==> src/hw/rtl/hcbt_pkg.sv <==
`timescale 1ns / 1ps
// ----------------------------------------------------------------------------
// hcbt_pkg: shared types and constants of the HSV color blob tracker
// Holds frame geometry, word layouts, operation and class codes and the
// state encodings of the front and back parts.
// ----------------------------------------------------------------------------
package hcbt_pkg;

  // Frame geometry and background store size.
  localparam int FRAME_WIDTH  = 640;
  localparam int FRAME_HEIGHT = 480;
  localparam int FRAME_PIXELS = FRAME_WIDTH * FRAME_HEIGHT;
  localparam int ADDR_W       = $clog2(FRAME_PIXELS);

  // Divider geometry: numerators fit in 17 bits, divisors in 8 bits.
  localparam int NUM_W     = 17;
  localparam int DEN_W     = 8;
  localparam int CNT_W     = $clog2(NUM_W + 1);
  localparam int HUE_FULL  = 360;

  // Configuration register indexes.
  typedef enum logic [2:0] {
    REG_FG_THR     = 3'd0,
    REG_SWORD_LO   = 3'd1,
    REG_SWORD_HI   = 3'd2,
    REG_SWORD_SAT  = 3'd3,
    REG_MIN_BRIGHT = 3'd4,
    REG_SHIELD_LO  = 3'd5,
    REG_SHIELD_HI  = 3'd6,
    REG_SHIELD_SAT = 3'd7
  } reg_idx_t;

  localparam logic [6:0] RST_FG_THR     = 7'd25;
  localparam logic [8:0] RST_SWORD_LO   = 9'd15;
  localparam logic [8:0] RST_SWORD_HI   = 9'd345;
  localparam logic [6:0] RST_SWORD_SAT  = 7'd75;
  localparam logic [6:0] RST_MIN_BRIGHT = 7'd75;
  localparam logic [8:0] RST_SHIELD_LO  = 9'd105;
  localparam logic [8:0] RST_SHIELD_HI  = 9'd135;
  localparam logic [6:0] RST_SHIELD_SAT = 7'd50;

  // Operation codes; the fourth code does nothing but report HSV.
  localparam logic [1:0] OP_STORE    = 2'd0;
  localparam logic [1:0] OP_AVERAGE  = 2'd1;
  localparam logic [1:0] OP_CLASSIFY = 2'd2;

  // Pixel class codes.
  localparam logic [1:0] CLS_BACKGROUND = 2'd0;
  localparam logic [1:0] CLS_FOREGROUND = 2'd1;
  localparam logic [1:0] CLS_SHIELD     = 2'd2;

  typedef struct packed {
    logic [6:0] fg_value_threshold;
    logic [8:0] sword_hue_low;
    logic [8:0] sword_hue_high;
    logic [6:0] sword_min_sat;
    logic [6:0] min_brightness;
    logic [8:0] shield_hue_low;
    logic [8:0] shield_hue_high;
    logic [6:0] shield_min_sat;
  } cfg_t;

  typedef struct packed {
    logic [1:0] operation;
    logic [7:0] red;
    logic [7:0] green;
    logic [7:0] blue;
    logic [9:0] col;
    logic [8:0] row;
    logic       frame_last;
  } in_word_t;

  typedef struct packed {
    logic [1:0]  pixel_class;
    logic        sword_pixel;
    logic [8:0]  hue;
    logic [6:0]  saturation;
    logic [6:0]  brightness;
    logic        totals_valid;
    logic [18:0] red_count;
    logic [27:0] red_sum_x;
    logic [27:0] red_sum_y;
    logic [18:0] green_count;
    logic [27:0] green_sum_x;
    logic [27:0] green_sum_y;
  } out_word_t;

  // Word passed from the front to the back through the queue.
  typedef struct packed {
    logic [1:0] operation;
    logic [9:0] col;
    logic [8:0] row;
    logic       frame_last;
    logic [8:0] hue;
    logic [6:0] saturation;
    logic [6:0] brightness;
  } mid_word_t;

  // Queue status seen by both sides.
  typedef struct packed {
    logic full;
    logic empty;
  } q_stat_t;

  typedef enum logic [1:0] {
    F_IDLE,
    F_START,
    F_DIV,
    F_PUSH
  } front_state_t;

  typedef enum logic [1:0] {
    B_IDLE,
    B_FETCH,
    B_EXEC,
    B_HOLD
  } back_state_t;

endpackage

==> src/hw/rtl/hcbt_div.sv <==
`timescale 1ns / 1ps
// ----------------------------------------------------------------------------
// hcbt_div: bit-serial restoring divider
// Divides a 17-bit numerator by a nonzero 8-bit divisor, one quotient bit
// per cycle; the low nine quotient bits are returned.
// ----------------------------------------------------------------------------
module hcbt_div (
  input  logic                      clk,
  input  logic                      rst,
  input  logic                      start,
  input  logic [hcbt_pkg::NUM_W-1:0] num,
  input  logic [hcbt_pkg::DEN_W-1:0] den,
  output logic                      busy,
  output logic [8:0]                quo
);
  import hcbt_pkg::*;

  logic [NUM_W-1:0] acc;
  logic [DEN_W-1:0] rem;
  logic [DEN_W-1:0] den_q;
  logic [CNT_W-1:0] cnt;
  logic [DEN_W:0]   trial;
  logic             fits;

  // One restoring step: shift in the next numerator bit and try to subtract.
  assign trial = {rem, acc[NUM_W-1]};
  assign fits  = trial >= {1'b0, den_q};

  always_ff @(posedge clk) begin
    if (rst) begin
      busy <= 1'b0;
      cnt  <= '0;
    end else if (start) begin
      busy <= 1'b1;
      cnt  <= CNT_W'(NUM_W);
    end else if (busy) begin
      cnt  <= cnt - 1'b1;
      busy <= (cnt != CNT_W'(1));
    end
  end

  // Quotient bits replace the numerator bits as they shift out.
  always_ff @(posedge clk) begin
    if (start) begin
      acc   <= num;
      rem   <= '0;
      den_q <= den;
    end else if (busy) begin
      acc <= {acc[NUM_W-2:0], fits};
      if (fits) begin
        rem <= DEN_W'(trial - {1'b0, den_q});
      end else begin
        rem <= trial[DEN_W-1:0];
      end
    end
  end

  assign quo = acc[8:0];

endmodule

==> src/hw/rtl/hcbt_front.sv <==
`timescale 1ns / 1ps
// ----------------------------------------------------------------------------
// hcbt_front: pixel intake and RGB to HSV conversion
// Latches one pixel, runs saturation and hue divisions in parallel and
// pushes the converted word into the queue.
// ----------------------------------------------------------------------------
module hcbt_front (
  input  logic                clk,
  input  logic                rst,
  input  logic                push,
  output logic                full,
  input  hcbt_pkg::in_word_t  pixel,
  input  hcbt_pkg::q_stat_t   q_stat,
  output logic                q_wr,
  output hcbt_pkg::mid_word_t q_word
);
  import hcbt_pkg::*;

  front_state_t state;
  front_state_t state_next;
  in_word_t     cur;
  logic         div_start;
  logic         sat_busy;
  logic         hue_busy;
  logic [8:0]   sat_quo;
  logic [8:0]   hue_quo;

  logic [7:0]   mx;
  logic [7:0]   mn;
  logic [7:0]   d;
  logic         red_max;
  logic         green_max;
  logic         red_neg;
  logic [16:0]  hue_num;
  logic [16:0]  sat_num;
  logic [15:0]  v_scaled;
  logic [15:0]  v_round;
  logic [8:0]   hue;
  logic [6:0]   saturation;
  logic [6:0]   brightness;

  // Next state.
  always_comb begin
    state_next = state;
    case (state)
      F_IDLE:  if (push) state_next = F_START;
      F_START: state_next = F_DIV;
      F_DIV:   if (!sat_busy && !hue_busy) state_next = F_PUSH;
      F_PUSH:  if (!q_stat.full) state_next = F_IDLE;
      default: state_next = F_IDLE;
    endcase
  end

  // Outputs.
  always_comb begin
    full      = 1'b1;
    div_start = 1'b0;
    q_wr      = 1'b0;
    case (state)
      F_IDLE:  full = 1'b0;
      F_START: div_start = 1'b1;
      F_DIV:   ;
      F_PUSH:  q_wr = !q_stat.full;
      default: ;
    endcase
  end

  always_ff @(posedge clk) begin
    if (rst) begin
      state <= F_IDLE;
    end else begin
      state <= state_next;
    end
  end

  always_ff @(posedge clk) begin
    if (state == F_IDLE && push) begin
      cur <= pixel;
    end
  end

  // Extremes of the color components and hue branch selection.
  always_comb begin
    mx = cur.red;
    mn = cur.red;
    if (cur.green > mx) mx = cur.green;
    if (cur.blue > mx) mx = cur.blue;
    if (cur.green < mn) mn = cur.green;
    if (cur.blue < mn) mn = cur.blue;
    d         = mx - mn;
    red_max   = (mx == cur.red);
    green_max = (mx == cur.green);
    red_neg   = (cur.green < cur.blue);
  end

  // Division numerators; all are nonnegative and fit in 17 bits.
  always_comb begin
    sat_num = 17'(d) * 17'd100;
    if (red_max && !red_neg) begin
      hue_num = 17'(cur.green - cur.blue) * 17'd60;
    end else if (red_max) begin
      hue_num = 17'(cur.blue - cur.green) * 17'd60 + 17'(d) - 17'd1;
    end else if (green_max) begin
      hue_num = 17'(d) * 17'd120 + 17'(cur.blue) * 17'd60 - 17'(cur.red) * 17'd60;
    end else begin
      hue_num = 17'(d) * 17'd240 + 17'(cur.red) * 17'd60 - 17'(cur.green) * 17'd60;
    end
  end

  hcbt_div u_sat_div (
    .clk   (clk),
    .rst   (rst),
    .start (div_start),
    .num   (sat_num),
    .den   (mx),
    .busy  (sat_busy),
    .quo   (sat_quo)
  );

  hcbt_div u_hue_div (
    .clk   (clk),
    .rst   (rst),
    .start (div_start),
    .num   (hue_num),
    .den   (d),
    .busy  (hue_busy),
    .quo   (hue_quo)
  );

  // Value is 100*max/255 by reciprocal: x/255 = (x + x/256 + 1)/256 for 16-bit x below 65535.
  assign v_scaled   = 16'(mx) * 16'd100;
  assign v_round    = v_scaled + {8'd0, v_scaled[15:8]} + 16'd1;
  assign brightness = v_round[14:8];

  // Final hue and saturation with the gray and black cases.
  always_comb begin
    if (d == 8'd0) begin
      hue = '0;
    end else if (red_max && red_neg) begin
      hue = 9'(HUE_FULL) - hue_quo;
    end else begin
      hue = hue_quo;
    end
    saturation = (mx == 8'd0) ? 7'd0 : sat_quo[6:0];
  end

  always_comb begin
    q_word.operation  = cur.operation;
    q_word.col        = cur.col;
    q_word.row        = cur.row;
    q_word.frame_last = cur.frame_last;
    q_word.hue        = hue;
    q_word.saturation = saturation;
    q_word.brightness = brightness;
  end

endmodule

==> config.mk <==
export PLATFORM = sky130hd
export DESIGN_NAME = hcbt_front
export DESIGN_NICKNAME = d
export VERILOG_FILES = /design/src/hw/rtl/hcbt_pkg.sv /design/src/hw/rtl/hcbt_div.sv /design/src/hw/rtl/hcbt_front.sv
export SDC_FILE = /design/constraint.sdc
export NUM_CORES = 1
export LEC_CHECK = 0
export BUFFER_PORTS_ARGS = -buffer_cell sky130_fd_sc_hd__buf_2
export CORE_MARGIN = 2
export CORE_UTILIZATION = 45
export DETAILED_ROUTE_END_ITERATION = 7
export PLACE_DENSITY = 0.69
export SLEW_MARGIN = 30
export SYNTH_ARGS = -nofsm -noshare
export SYNTH_HDL_FRONTEND = slang
export SYNTH_HIERARCHICAL = 1
export SYNTH_SLANG_ARGS = --single-unit
==> constraint.sdc <==
create_clock -name clk -period 20 [get_ports clk]
set_input_delay 4 -clock clk [delete_from_list [all_inputs] [get_ports clk]]
set_output_delay 4 -clock clk [all_outputs]
set_load 0.05 [all_outputs]
==> flow_summary_export.csv <==
group,metric,value,unit
outcome,outcome,"complete, no violations",
die,row_count,72,
finish,drive_gt1_share,11.5,%
worst_setup_path,cp_slowest_cell,"edfxtp_1",
worst_setup_path,cp-end-kind,"output port",
worst_setup_path,crit_type,"reg -> out",
finish,fin_util,48.9,%
placed_design,io_buffers,96,
placed_design,gp_congestion,0.925,
worst_setup_path,start_kind,"register",
hold_path,hp-start,"u_hue_div/rem[3]",
finish,nFillCells,3603,
grt,track_usage,20.3,%
die,fp.dieH,201,um
sta,report.final.hold_viol_count,0,
clocking,cts_inserted_buffers,17,
clocking,h-tree-depth,4,
placed_design,placedInstanceArea,0.0182,mm^2
finish,syn_to_final_growth,7.84,%
sta,fin_setup_tns,0,ns
detailed_routing,post-route-drc-count,0,
worst_setup_path,startpoint,"cur[42]",
sta,grt_setup_unrepaired,"false",
finish,layout_commonest_cell,"inv_1",
worst_setup_path,worstPathRequired,16.00,ns
grt,grt_remaining_overflow,0,
yosys,synthCells,1872,
detailed_routing,via_per_inst,5.28,
clocking,numClockSinks,126,
clocking,cts_setup_buffers,0,
yosys,avgSynthCellArea,9.29,um^2
sta,slew_headroom,38.1,%
detailed_routing,first_pass_iters,5,
worst_setup_path,crit_path_max_incr_delay,0.67,ns
sta,period_needed,14.25,ns
sta,min_period_over_period,71.3,%
clocking,clkTransAtPathRegs,0.06,ns
clocking,cts_tree,"built",
sta,final_max_slew_viol_count,0,
yosys,synth_warnings,6,
detailed_routing,finalWirelength,39900,um
finish,antenna_cells,0,
grt,grt_pass1_wl,65700,um
grt,grt_max_degree,73,
sta,holdWs,0.476,ns
grt,first_global_vias,13100,
finish,nNetsFinal,2354,
die,die_area,0.0402,mm^2
clocking,cts_buffer_depth,2,
clocking,postCtsResizedCells,0,
clocking,hold_buffers,0,
grt,antenna_found_initial,0,
die,io_pins,98,
die,coreArea,0.0384,mm^2
worst_setup_path,critPathMaxFanout,10,
detailed_routing,num_vias,13000,
sta,setup_violations,0,
sta,max_slew.worst_pin.slew,0.922,ns
hold_path,hp-class,"reg -> reg",
yosys,syn_area,0.0174,mm^2
detailed_routing,final_antenna_net_count,0,
detailed_routing,drt_iter0_drc,640,
worst_setup_path,cp.arrival,10.25,ns
sta,fin_worst_skew,0.0139,ns
placed_design,hpwl,32900,um
run,max_cap_viol_count,0,
sta,fmax,0.0702,GHz
finish,design_area,0.0188,mm^2
die,start_util,45.3,%
worst_setup_path,timing.rr.start,"cur[42]",
die,die_x,201,um
detailed_routing,drt-wirelength-per-cell,16.2,um
clocking,clk_latency,0.45,ns
clocking,root_buffer,"clkbuf_16",
finish,layout_common_cells,"289 x inv_1, 259 x ha_1, 161 x a21oi_1",
layer usage:
layer	track usage (%)	part of all wire [%]	vias up
li1	-	-	6481
met1	27.6	47	6241
met2	33.8	47	231
met3	2.91	3.9	41
met4	5.79	2.0	0
met5	0	0	-
cell type report:
class	instances	area, um^2	share of cell area (%)
multi-input cells	1388	12400	66.0
flip-flops and latches	126	3480	18.6
inverters	291	1090	5.83
well taps	518	648	3.46
repair buffers	108	571	3.04
clock buffers	17	425	2.27
clock inverters	15	145	0.774
registers in the layout (all words and copies together), names as in the netlist:
signal	cells
u_sat_div/den_q	8
u_sat_div/busy	1
q_word	22
u_hue_div/cnt	5
u_sat_div/rem	8
u_hue_div/den_q	8
u_sat_div/cnt	5
cur	24
u_sat_div/acc	17
u_hue_div/busy	1
state	2
u_hue_div/rem	8
u_hue_div/acc	17
metrics by stage:
| stage | instances | setup slack [ns] |
|---|---|---|
| after floorplan | 1875 | 7.67 |
| after global placement | 2431 | 6.50 |
| after detailed placement | 2431 | 6.41 |
| after CTS | 2463 | 5.82 |
| after global routing | 2463 | 4.95 |
| final | 2463 | 5.75 |
worst max-delay path: cells and delay by family, from the launching register on:
kind	cells	cell delay (ns)
mux	1	0.49
simple gates	10	2.02
fa+ha+maj	7	2.46
buf+inv	6	0.87
xor+xnor	2	0.45
flops	1	0.67
compound gates	14	2.84
final timing paths:
check / end / slack [ns] / depth (start not counted)
worst max-delay path: q_word[6] / 5.75 / 40
worst min register to register: u_hue_div/rem[3] / 0.48 / 2
worst max register to register: u_hue_div/acc[15] / 8.15 / 40
worst min-delay path: u_hue_div/rem[3] / 0.48 / 2
Power is not shown: default switching activity piles up to over one toggle a cycle in this logic, so the estimate is an artifact.
