## config.mk

```make
export PLATFORM = sky130hd
export DESIGN_NAME = hcbt_fifo
export DESIGN_NICKNAME = d
export VERILOG_FILES = /design/src/hw/rtl/hcbt_pkg.sv /design/src/hw/rtl/hcbt_fifo.sv
export SDC_FILE = /design/constraint.sdc
export NUM_CORES = 1
export LEC_CHECK = 0
export CAP_MARGIN = 20
export CORE_MARGIN = 1.5
export CORE_UTILIZATION = 55
export DETAILED_ROUTE_END_ITERATION = 6
export DONT_BUFFER_PORTS = 1
export GPL_TIMING_DRIVEN = 0
export PLACE_DENSITY = 0.7
export SYNTH_ARGS = -nofsm -noshare
export SYNTH_HDL_FRONTEND = slang
export SYNTH_SLANG_ARGS = --single-unit
```

## constraint.sdc

```tcl
create_clock -name clk -period 3.1 [get_ports clk]
set_input_delay 0 -clock clk [delete_from_list [all_inputs] [get_ports clk]]
set_output_delay 0 -clock clk [all_outputs]
set_load 0.02 [all_outputs]
```

## src/hw/rtl/hcbt_pkg.sv

```systemverilog
`timescale 1ns / 1ps
// ----------------------------------------------------------------------------
// hcbt_pkg: shared types and constants of the HSV color blob tracker
// Holds frame geometry, word layouts, operation and class codes and the
// state encodings of the front and back parts.
// ----------------------------------------------------------------------------
package hcbt_pkg;

  // Frame geometry and background store size.
  localparam int FRAME_WIDTH  = 640;
  localparam int FRAME_HEIGHT = 480;
  localparam int FRAME_PIXELS = FRAME_WIDTH * FRAME_HEIGHT;
  localparam int ADDR_W       = $clog2(FRAME_PIXELS);

  // Divider geometry: numerators fit in 17 bits, divisors in 8 bits.
  localparam int NUM_W     = 17;
  localparam int DEN_W     = 8;
  localparam int CNT_W     = $clog2(NUM_W + 1);
  localparam int HUE_FULL  = 360;

  // Configuration register indexes.
  typedef enum logic [2:0] {
    REG_FG_THR     = 3'd0,
    REG_SWORD_LO   = 3'd1,
    REG_SWORD_HI   = 3'd2,
    REG_SWORD_SAT  = 3'd3,
    REG_MIN_BRIGHT = 3'd4,
    REG_SHIELD_LO  = 3'd5,
    REG_SHIELD_HI  = 3'd6,
    REG_SHIELD_SAT = 3'd7
  } reg_idx_t;

  localparam logic [6:0] RST_FG_THR     = 7'd25;
  localparam logic [8:0] RST_SWORD_LO   = 9'd15;
  localparam logic [8:0] RST_SWORD_HI   = 9'd345;
  localparam logic [6:0] RST_SWORD_SAT  = 7'd75;
  localparam logic [6:0] RST_MIN_BRIGHT = 7'd75;
  localparam logic [8:0] RST_SHIELD_LO  = 9'd105;
  localparam logic [8:0] RST_SHIELD_HI  = 9'd135;
  localparam logic [6:0] RST_SHIELD_SAT = 7'd50;

  // Operation codes; the fourth code does nothing but report HSV.
  localparam logic [1:0] OP_STORE    = 2'd0;
  localparam logic [1:0] OP_AVERAGE  = 2'd1;
  localparam logic [1:0] OP_CLASSIFY = 2'd2;

  // Pixel class codes.
  localparam logic [1:0] CLS_BACKGROUND = 2'd0;
  localparam logic [1:0] CLS_FOREGROUND = 2'd1;
  localparam logic [1:0] CLS_SHIELD     = 2'd2;

  typedef struct packed {
    logic [6:0] fg_value_threshold;
    logic [8:0] sword_hue_low;
    logic [8:0] sword_hue_high;
    logic [6:0] sword_min_sat;
    logic [6:0] min_brightness;
    logic [8:0] shield_hue_low;
    logic [8:0] shield_hue_high;
    logic [6:0] shield_min_sat;
  } cfg_t;

  typedef struct packed {
    logic [1:0] operation;
    logic [7:0] red;
    logic [7:0] green;
    logic [7:0] blue;
    logic [9:0] col;
    logic [8:0] row;
    logic       frame_last;
  } in_word_t;

  typedef struct packed {
    logic [1:0]  pixel_class;
    logic        sword_pixel;
    logic [8:0]  hue;
    logic [6:0]  saturation;
    logic [6:0]  brightness;
    logic        totals_valid;
    logic [18:0] red_count;
    logic [27:0] red_sum_x;
    logic [27:0] red_sum_y;
    logic [18:0] green_count;
    logic [27:0] green_sum_x;
    logic [27:0] green_sum_y;
  } out_word_t;

  // Word passed from the front to the back through the queue.
  typedef struct packed {
    logic [1:0] operation;
    logic [9:0] col;
    logic [8:0] row;
    logic       frame_last;
    logic [8:0] hue;
    logic [6:0] saturation;
    logic [6:0] brightness;
  } mid_word_t;

  // Queue status seen by both sides.
  typedef struct packed {
    logic full;
    logic empty;
  } q_stat_t;

  typedef enum logic [1:0] {
    F_IDLE,
    F_START,
    F_DIV,
    F_PUSH
  } front_state_t;

  typedef enum logic [1:0] {
    B_IDLE,
    B_FETCH,
    B_EXEC,
    B_HOLD
  } back_state_t;

endpackage

```

## src/hw/rtl/hcbt_fifo.sv

```systemverilog
`timescale 1ns / 1ps
// ----------------------------------------------------------------------------
// hcbt_fifo: two-entry queue between front and back
// Lets the HSV front and the classify back stall independently.
// ----------------------------------------------------------------------------
module hcbt_fifo (
  input  logic                clk,
  input  logic                rst,
  input  logic                wr,
  input  hcbt_pkg::mid_word_t wr_word,
  input  logic                rd,
  output hcbt_pkg::mid_word_t rd_word,
  output hcbt_pkg::q_stat_t   stat
);
  import hcbt_pkg::*;

  mid_word_t  slots [2];
  logic       wptr;
  logic       rptr;
  logic [1:0] count;

  // Pointers and fill count.
  always_ff @(posedge clk) begin
    if (rst) begin
      wptr  <= 1'b0;
      rptr  <= 1'b0;
      count <= '0;
    end else begin
      if (wr) begin
        wptr <= ~wptr;
      end
      if (rd) begin
        rptr <= ~rptr;
      end
      count <= count + {1'b0, wr} - {1'b0, rd};
    end
  end

  // Entry storage.
  always_ff @(posedge clk) begin
    if (wr) begin
      slots[wptr] <= wr_word;
    end
  end

  assign rd_word    = slots[rptr];
  assign stat.full  = (count == 2'd2);
  assign stat.empty = (count == 2'd0);

endmodule

```

==> metrics, run 1 <==
CTS tree built; Routed Antenna Nets 0; IO Pins 96; unrepaired setup endpoints after global routing no; first-pass detailed-route iteration total 4; Setup crit end kind register; Crit Path Max Fanout 3; share of cells above drive strength 1 a little under a third; Clock transition at path regs about 0.09 ns; data required time at the worst endpoint ~3.3 ns; Flop pwr share ~56%; Setup Viol. Count Final 0; leak pwr between 0.0015 and 0.002 uW; PD cells between 600 and 700 mW/mm^2; placed cell area around 0.0038 mm^2; Tot GR Track Use between 10% and 20%; post-route insts no fill 305; Via density 5.318; Switching Power approximately 660 uW; Clock Latency Late Sink about 0.34 ns; post-CTS setup buffer count 0; VDD IR max between 0.3 and 0.4 mV; DR iter-0 viols 91; IO Port Bufs 0; initial core utilization 57.43%; Yosys top cell by area edfxtp_1; Post-Syn Area per Cell approximately 23 um^2; vias roughly 1600; f_max around 550 MHz; die area between 0.007 and 0.008 mm^2; Final #Nets 274; filler instances a little under 400; routability congestion estimate around 0.75; H-tree depth 3; critical path class register to register; hold path depth 1; Sw Share 24.09%; top cells by area, synth edfxtp_1 (74%), mux2_4 (16%), dfxtp_1 (2.7%); type of the most critical hold path input pin to register; maximum clock path buffer count 2; # placed instances 240; chip height about 85 um; Register Area ~0.0028 mm^2; Yosys cell types 13; area grow syn2layout 22.69%; antenna cells 0; TritonCTS buffer count 9; drt wl/cell 19.04 um; Final Hold Vio Count 0; Synth top area share 73.69%; routed wire length between 5 and 6 mm; worst path arrival time 2.06 ns; worst reg-to-reg path cell count 7; Post-Synthesis Cells approximately 160; GRT overflow 0; crit path launch type register; Worst-Margin Slew 0.5844 ns; Seq/Total Area, Yosys 76.42%; Yosys warning total 0; vias in the first global route 1773; post-detail-place hpwl between 3 and 4 mm; initial antenna violation count 0; post-layout instance area ~0.0045 mm^2; final slew viol count 0; post-synthesis register bit count 95; # DRC 0; Row Count 29; die width between 80 and 90 um; highest metal used met4; met2 WL roughly 3.1 mm; Combinational Power Share 15.6%; max_slew headroom 60.96%; Mapped Area between 0.003 and 0.004 mm^2; Max Cap Viol 0; Final Cycle Share approximately three fifths; routed wl met3 around 330 um; core area ~0.0064 mm^2; first-pass GRT wire length 8.956 mm; largest net degree at the start of global routing 30; status finished clean; Final Critical Period ~1.8 ns; Multi-input gate area between 700 and 800 um^2; DRT met1 WL 2.336 mm; clock share of power 28.6%; Root Buffer clkbuf_8; clk sinks 95; Internal around 2100 uW; Max Clock Skew 0.004610 ns; Synth Net Count between 200 and 250
## through the flow
stage / total power (uW) / setup TNS (ns) / hold slack [ns] / setup slack [ns] / util, %
2_1_floorplan: 1859 / 0 / 0.07161 / 0.3084 / -
3_3_place_gp: 1896 / -23.23 / 0.07273 / -0.5182 / 58.93
3_5_place_dp: 1915 / 0 / 0.07536 / 1.629 / 59.70
4_1_cts: 2751 / 0 / 0.03470 / 1.326 / 70.45
5_1_grt: 2830 / 0 / 0.03407 / 1.156 / 70.45
6_report: 2726 / 0 / 0.04587 / 1.282 / 70.45
## timing repair
action,CTS,global route
hold endpoints to repair,95,0
gates resized for setup,0,0
hold buffers,49,0
## registers in the layout, summed over array words and instances (netlist names), named ones only
name and count:
wptr 1, slots 90, count 2, rptr 1
## power by group through the flow
| stage | clock, uW | combinational, uW | sequential [uW] |
|---|---|---|---|
| floorplan | 0 | 314 | 1540 |
| global placement | 0 | 346 | 1550 |
| detailed placement | 0 | 364 | 1550 |
| CTS | 802 | 429 | 1520 |
| global route | 852 | 450 | 1530 |
| finish | 780 | 425 | 1520 |
## kinds of logic after synthesis
family	Yosys count	synth area share, %
fa+ha+maj	2	0.6823
simple gates	9	1.194
flops	95	76.42
buf+inv	7	2.695
xor+xnor	3	1.092
mux	45	17.91
## worst paths after layout
kind	from	endpoint	slack [ns]
hold / removal	wr	slots[0][21]	0.05
setup / recovery	count[0]	count[1]	1.28
hold reg to reg	rptr	register	0.57
setup reg to reg	count[0]	count[1]	1.28
## cell type report
| class | instances | share of cell area, % |
|---|---|---|
| clock inverters | 7 | 1.613 |
| plain buffers | 5 | 2.030 |
| multi-input cells | 59 | 17.21 |
| well taps | 77 | 2.141 |
| flip-flops and latches | 95 | 62.29 |
| repair buffers | 51 | 11.79 |
| clock buffers | 9 | 2.753 |
| inverters | 2 | 0.1669 |
## placed cells by master, fill, tap and decap left out, types with 2 or more instances in the layout
cell type	instances
xnor2_1	2
edfxtp_1	90
clkbuf_8	9
inv_1	2
buf_12	6
dlygate4sd3_1	49
dfxtp_1	5
ha_1	2
clkinvlp_4	2
nor2b_1	2
mux2_2	5
mux2_4	40
nor2_1	5
clkinv_2	2
## per-layer routing
metal / vias to the layer above / GRT usage, %
li1: 747 / -
met1: 812 / 19.88
met2: 55 / 28.50
met3: 8 / 5.113
met4: 0 / 7.478
met5: - / 0
## synthesized netlist by cell type
master    count
nor2_1        5
xnor2_1       2
edfxtp_1     90
dfxtp_1       5
mux2_2        5
inv_1         2
buf_6         1
ha_1          2
and2_1        1
nor2b_1       3
buf_12        4
xnor3_1       1
mux2_4       40
## critical path, stage by stage (launching register included)
cell and delay, ns:
dfxtp_1 0.38, inv_1 0.06, ha_1 0.27, inv_1 0.04
ha_1 0.18, xnor3_1 0.21, nor2_1 0.04, dlygate4sd3_1 0.54
(Power assumes the default switching activity.)
==> inputs of run 2 (changes only) <==
==> constraint.sdc (replaced) <==
create_clock -name clk -period 1.7 [get_ports clk]
set_input_delay 0 -clock clk [delete_from_list [all_inputs] [get_ports clk]]
set_output_delay 0 -clock clk [all_outputs]
set_load 0.02 [all_outputs]
==> run 2 against run 1 <==
Global-route usage grew 1.3 points. Hold slack lost 0.0034 ns. Clock power grew 120%. Register-to-register slack lost 1.1 ns. Total power grew 92%. Largest cell class unchanged.
==> metrics, run 2 (same netlist as run 1, synthesis figures left out) <==
post-detail-place hpwl 3.794 mm; status finished clean; final setup margin between 0.2 and 0.25 ns; routability congestion estimate roughly 0.69; filler instances a little under 400; initial antenna violation count 0; clk sinks 95; worst reg-to-reg path cell count 2; crit path from wptr; Clock transition at path regs roughly 0.09 ns; r2r setup slk between 0.2 and 0.25 ns; Final Hold Vio Count 0; Final Cycle Share about 88%; area grow syn2layout 22.93%; die area 0.007166 mm^2; # placed instances 239; commonest non-fill, non-tap cell in the layout edfxtp_1; share of cells above drive strength 1 30.22%; first-pass detailed-route iteration total 4; IO Port Bufs 0; IO Pins 96; Row Count 29; Routed Antenna Nets 0; GRT overflow 0; Via density around 5.3; Root Buffer clkbuf_8; Clock Latency Late Sink 0.35 ns; largest registers slots: 90 flops, count: 2 flops; Tot GR Track Use 18.11%; f_max 669.1 MHz; slowest cell on the critical path nor2b_4; final slew viol count 0; routed wire length slightly above 6 mm; Largest register FFs 90; die width between 80 and 90 um; vias roughly 1600; crit path launch type register; Final #Nets approximately 270; Max Clock Skew just under 0.008 ns; post-route insts no fill about 300; Setup crit end kind register; chip height 84.66 um; Fin Setup TNS 0 ns; maximum clock path buffer count 2; critical path class register to register; Max Cap Viol 0; core area between 0.006 and 0.007 mm^2; antenna cells 0; unrepaired setup endpoints after global routing no; type of the most critical hold path input pin to register; Crit Path Max Fanout 26; # DRC 0; data required time at the worst endpoint between 1.5 and 2 ns; leak pwr roughly 0.0016 uW; H-tree depth 3; drt wl/cell roughly 20 um; CP max stage delay between 0.5 and 0.6 ns; r2r endpoint slots[0][22]; vias in the first global route 1812; DR iter-0 viols 100; Worst-Margin Slew around 0.63 ns; TritonCTS buffer count 9; initial core utilization between 50% and 60%; worst path arrival time 1.54 ns; R2R Path Start wptr; commonest non-fill, non-tap cells in the layout edfxtp_1 (90), dlygate4sd3_1 (48), mux2_4 (40), clkbuf_8 (9); first-pass GRT wire length roughly 9.5 mm; worst-path cell chain nor2b_4, buf_12; largest net degree at the start of global routing 46; VDD IR max between 0.9 and 1 mV; Largest Register slots; PD cells approximately 1200 mW/mm^2; Final Critical Period 1.494 ns; Critical Path Sink slots[0][22]; Setup Viol. Count Final 0; CTS tree built; max_slew headroom 58.02%; dpl ws -0.06066 ns
## run 2: metal layers
metal,GRT usage [%],vias to the layer above,routed length [um]
li1,-,739,-
met1,19.79,808,2257
met2,32.83,61,3405
met3,6.785,6,406
met4,5.279,0,58
met5,0,-,0
## run 2: how the worst min path moves through the flow
stage	end	slack, ns	startpoint	cells after the start
2_1_floorplan	count[0]	0.07	rst	1
3_3_place_gp	count[0]	0.07	rst	1
3_5_place_dp	wptr	0.08	rst	1
4_1_cts	slots[0][39]	0.04	wr	1
5_1_grt	slots[0][39]	0.04	wr	1
6_report	slots[0][39]	0.04	wr	1
## run 2: worst max-delay path: cells and delay by family (launching register included)
family                 cells  cell delay, ns
buffers and inverters      1            0.27
AND/OR/NAND/NOR            1            0.53
flip-flops                 1            0.37
## run 2: power breakdown
| part | internal, uW | total, uW | switching (uW) |
|---|---|---|---|
| clock network | 965 | 1710 | 743 |
| registers | 2730 | 2770 | 49.5 |
| logic | 355 | 764 | 409 |
## run 2: cell type report
class	instances	area, um^2	area share (%)
flip-flops and latches	95	2803	62.17
multi-input cells	59	775.7	17.21
repair buffers	49	500.5	11.10
clock buffers	9	123.9	2.748
clock inverters	6	110.1	2.442
well taps	77	96.34	2.137
plain buffers	5	91.34	2.026
inverters	2	7.507	0.1665
## run 2: metrics by stage
step           instance area (um^2)  power [uW]  hold WS, ns  util, %
2_1_floorplan                  3676        3388      0.07161        -
3_3_place_gp                   3772        3452      0.07397    59.07
3_5_place_dp                   3792        3490      0.07827    59.38
4_1_cts                        4508        5261      0.03776    70.59
5_1_grt                        4508        5409      0.03986    70.59
6_report                       4508        5247      0.04249    70.59
## run 2: what timing repair did
item                                   in CTS  in global routing
hold buffers                               48                  0
buffers inserted                            0                  0
resized for setup                           1                  0
endpoints found under the hold margin      95                  0
setup endpoints to repair                  45                  0
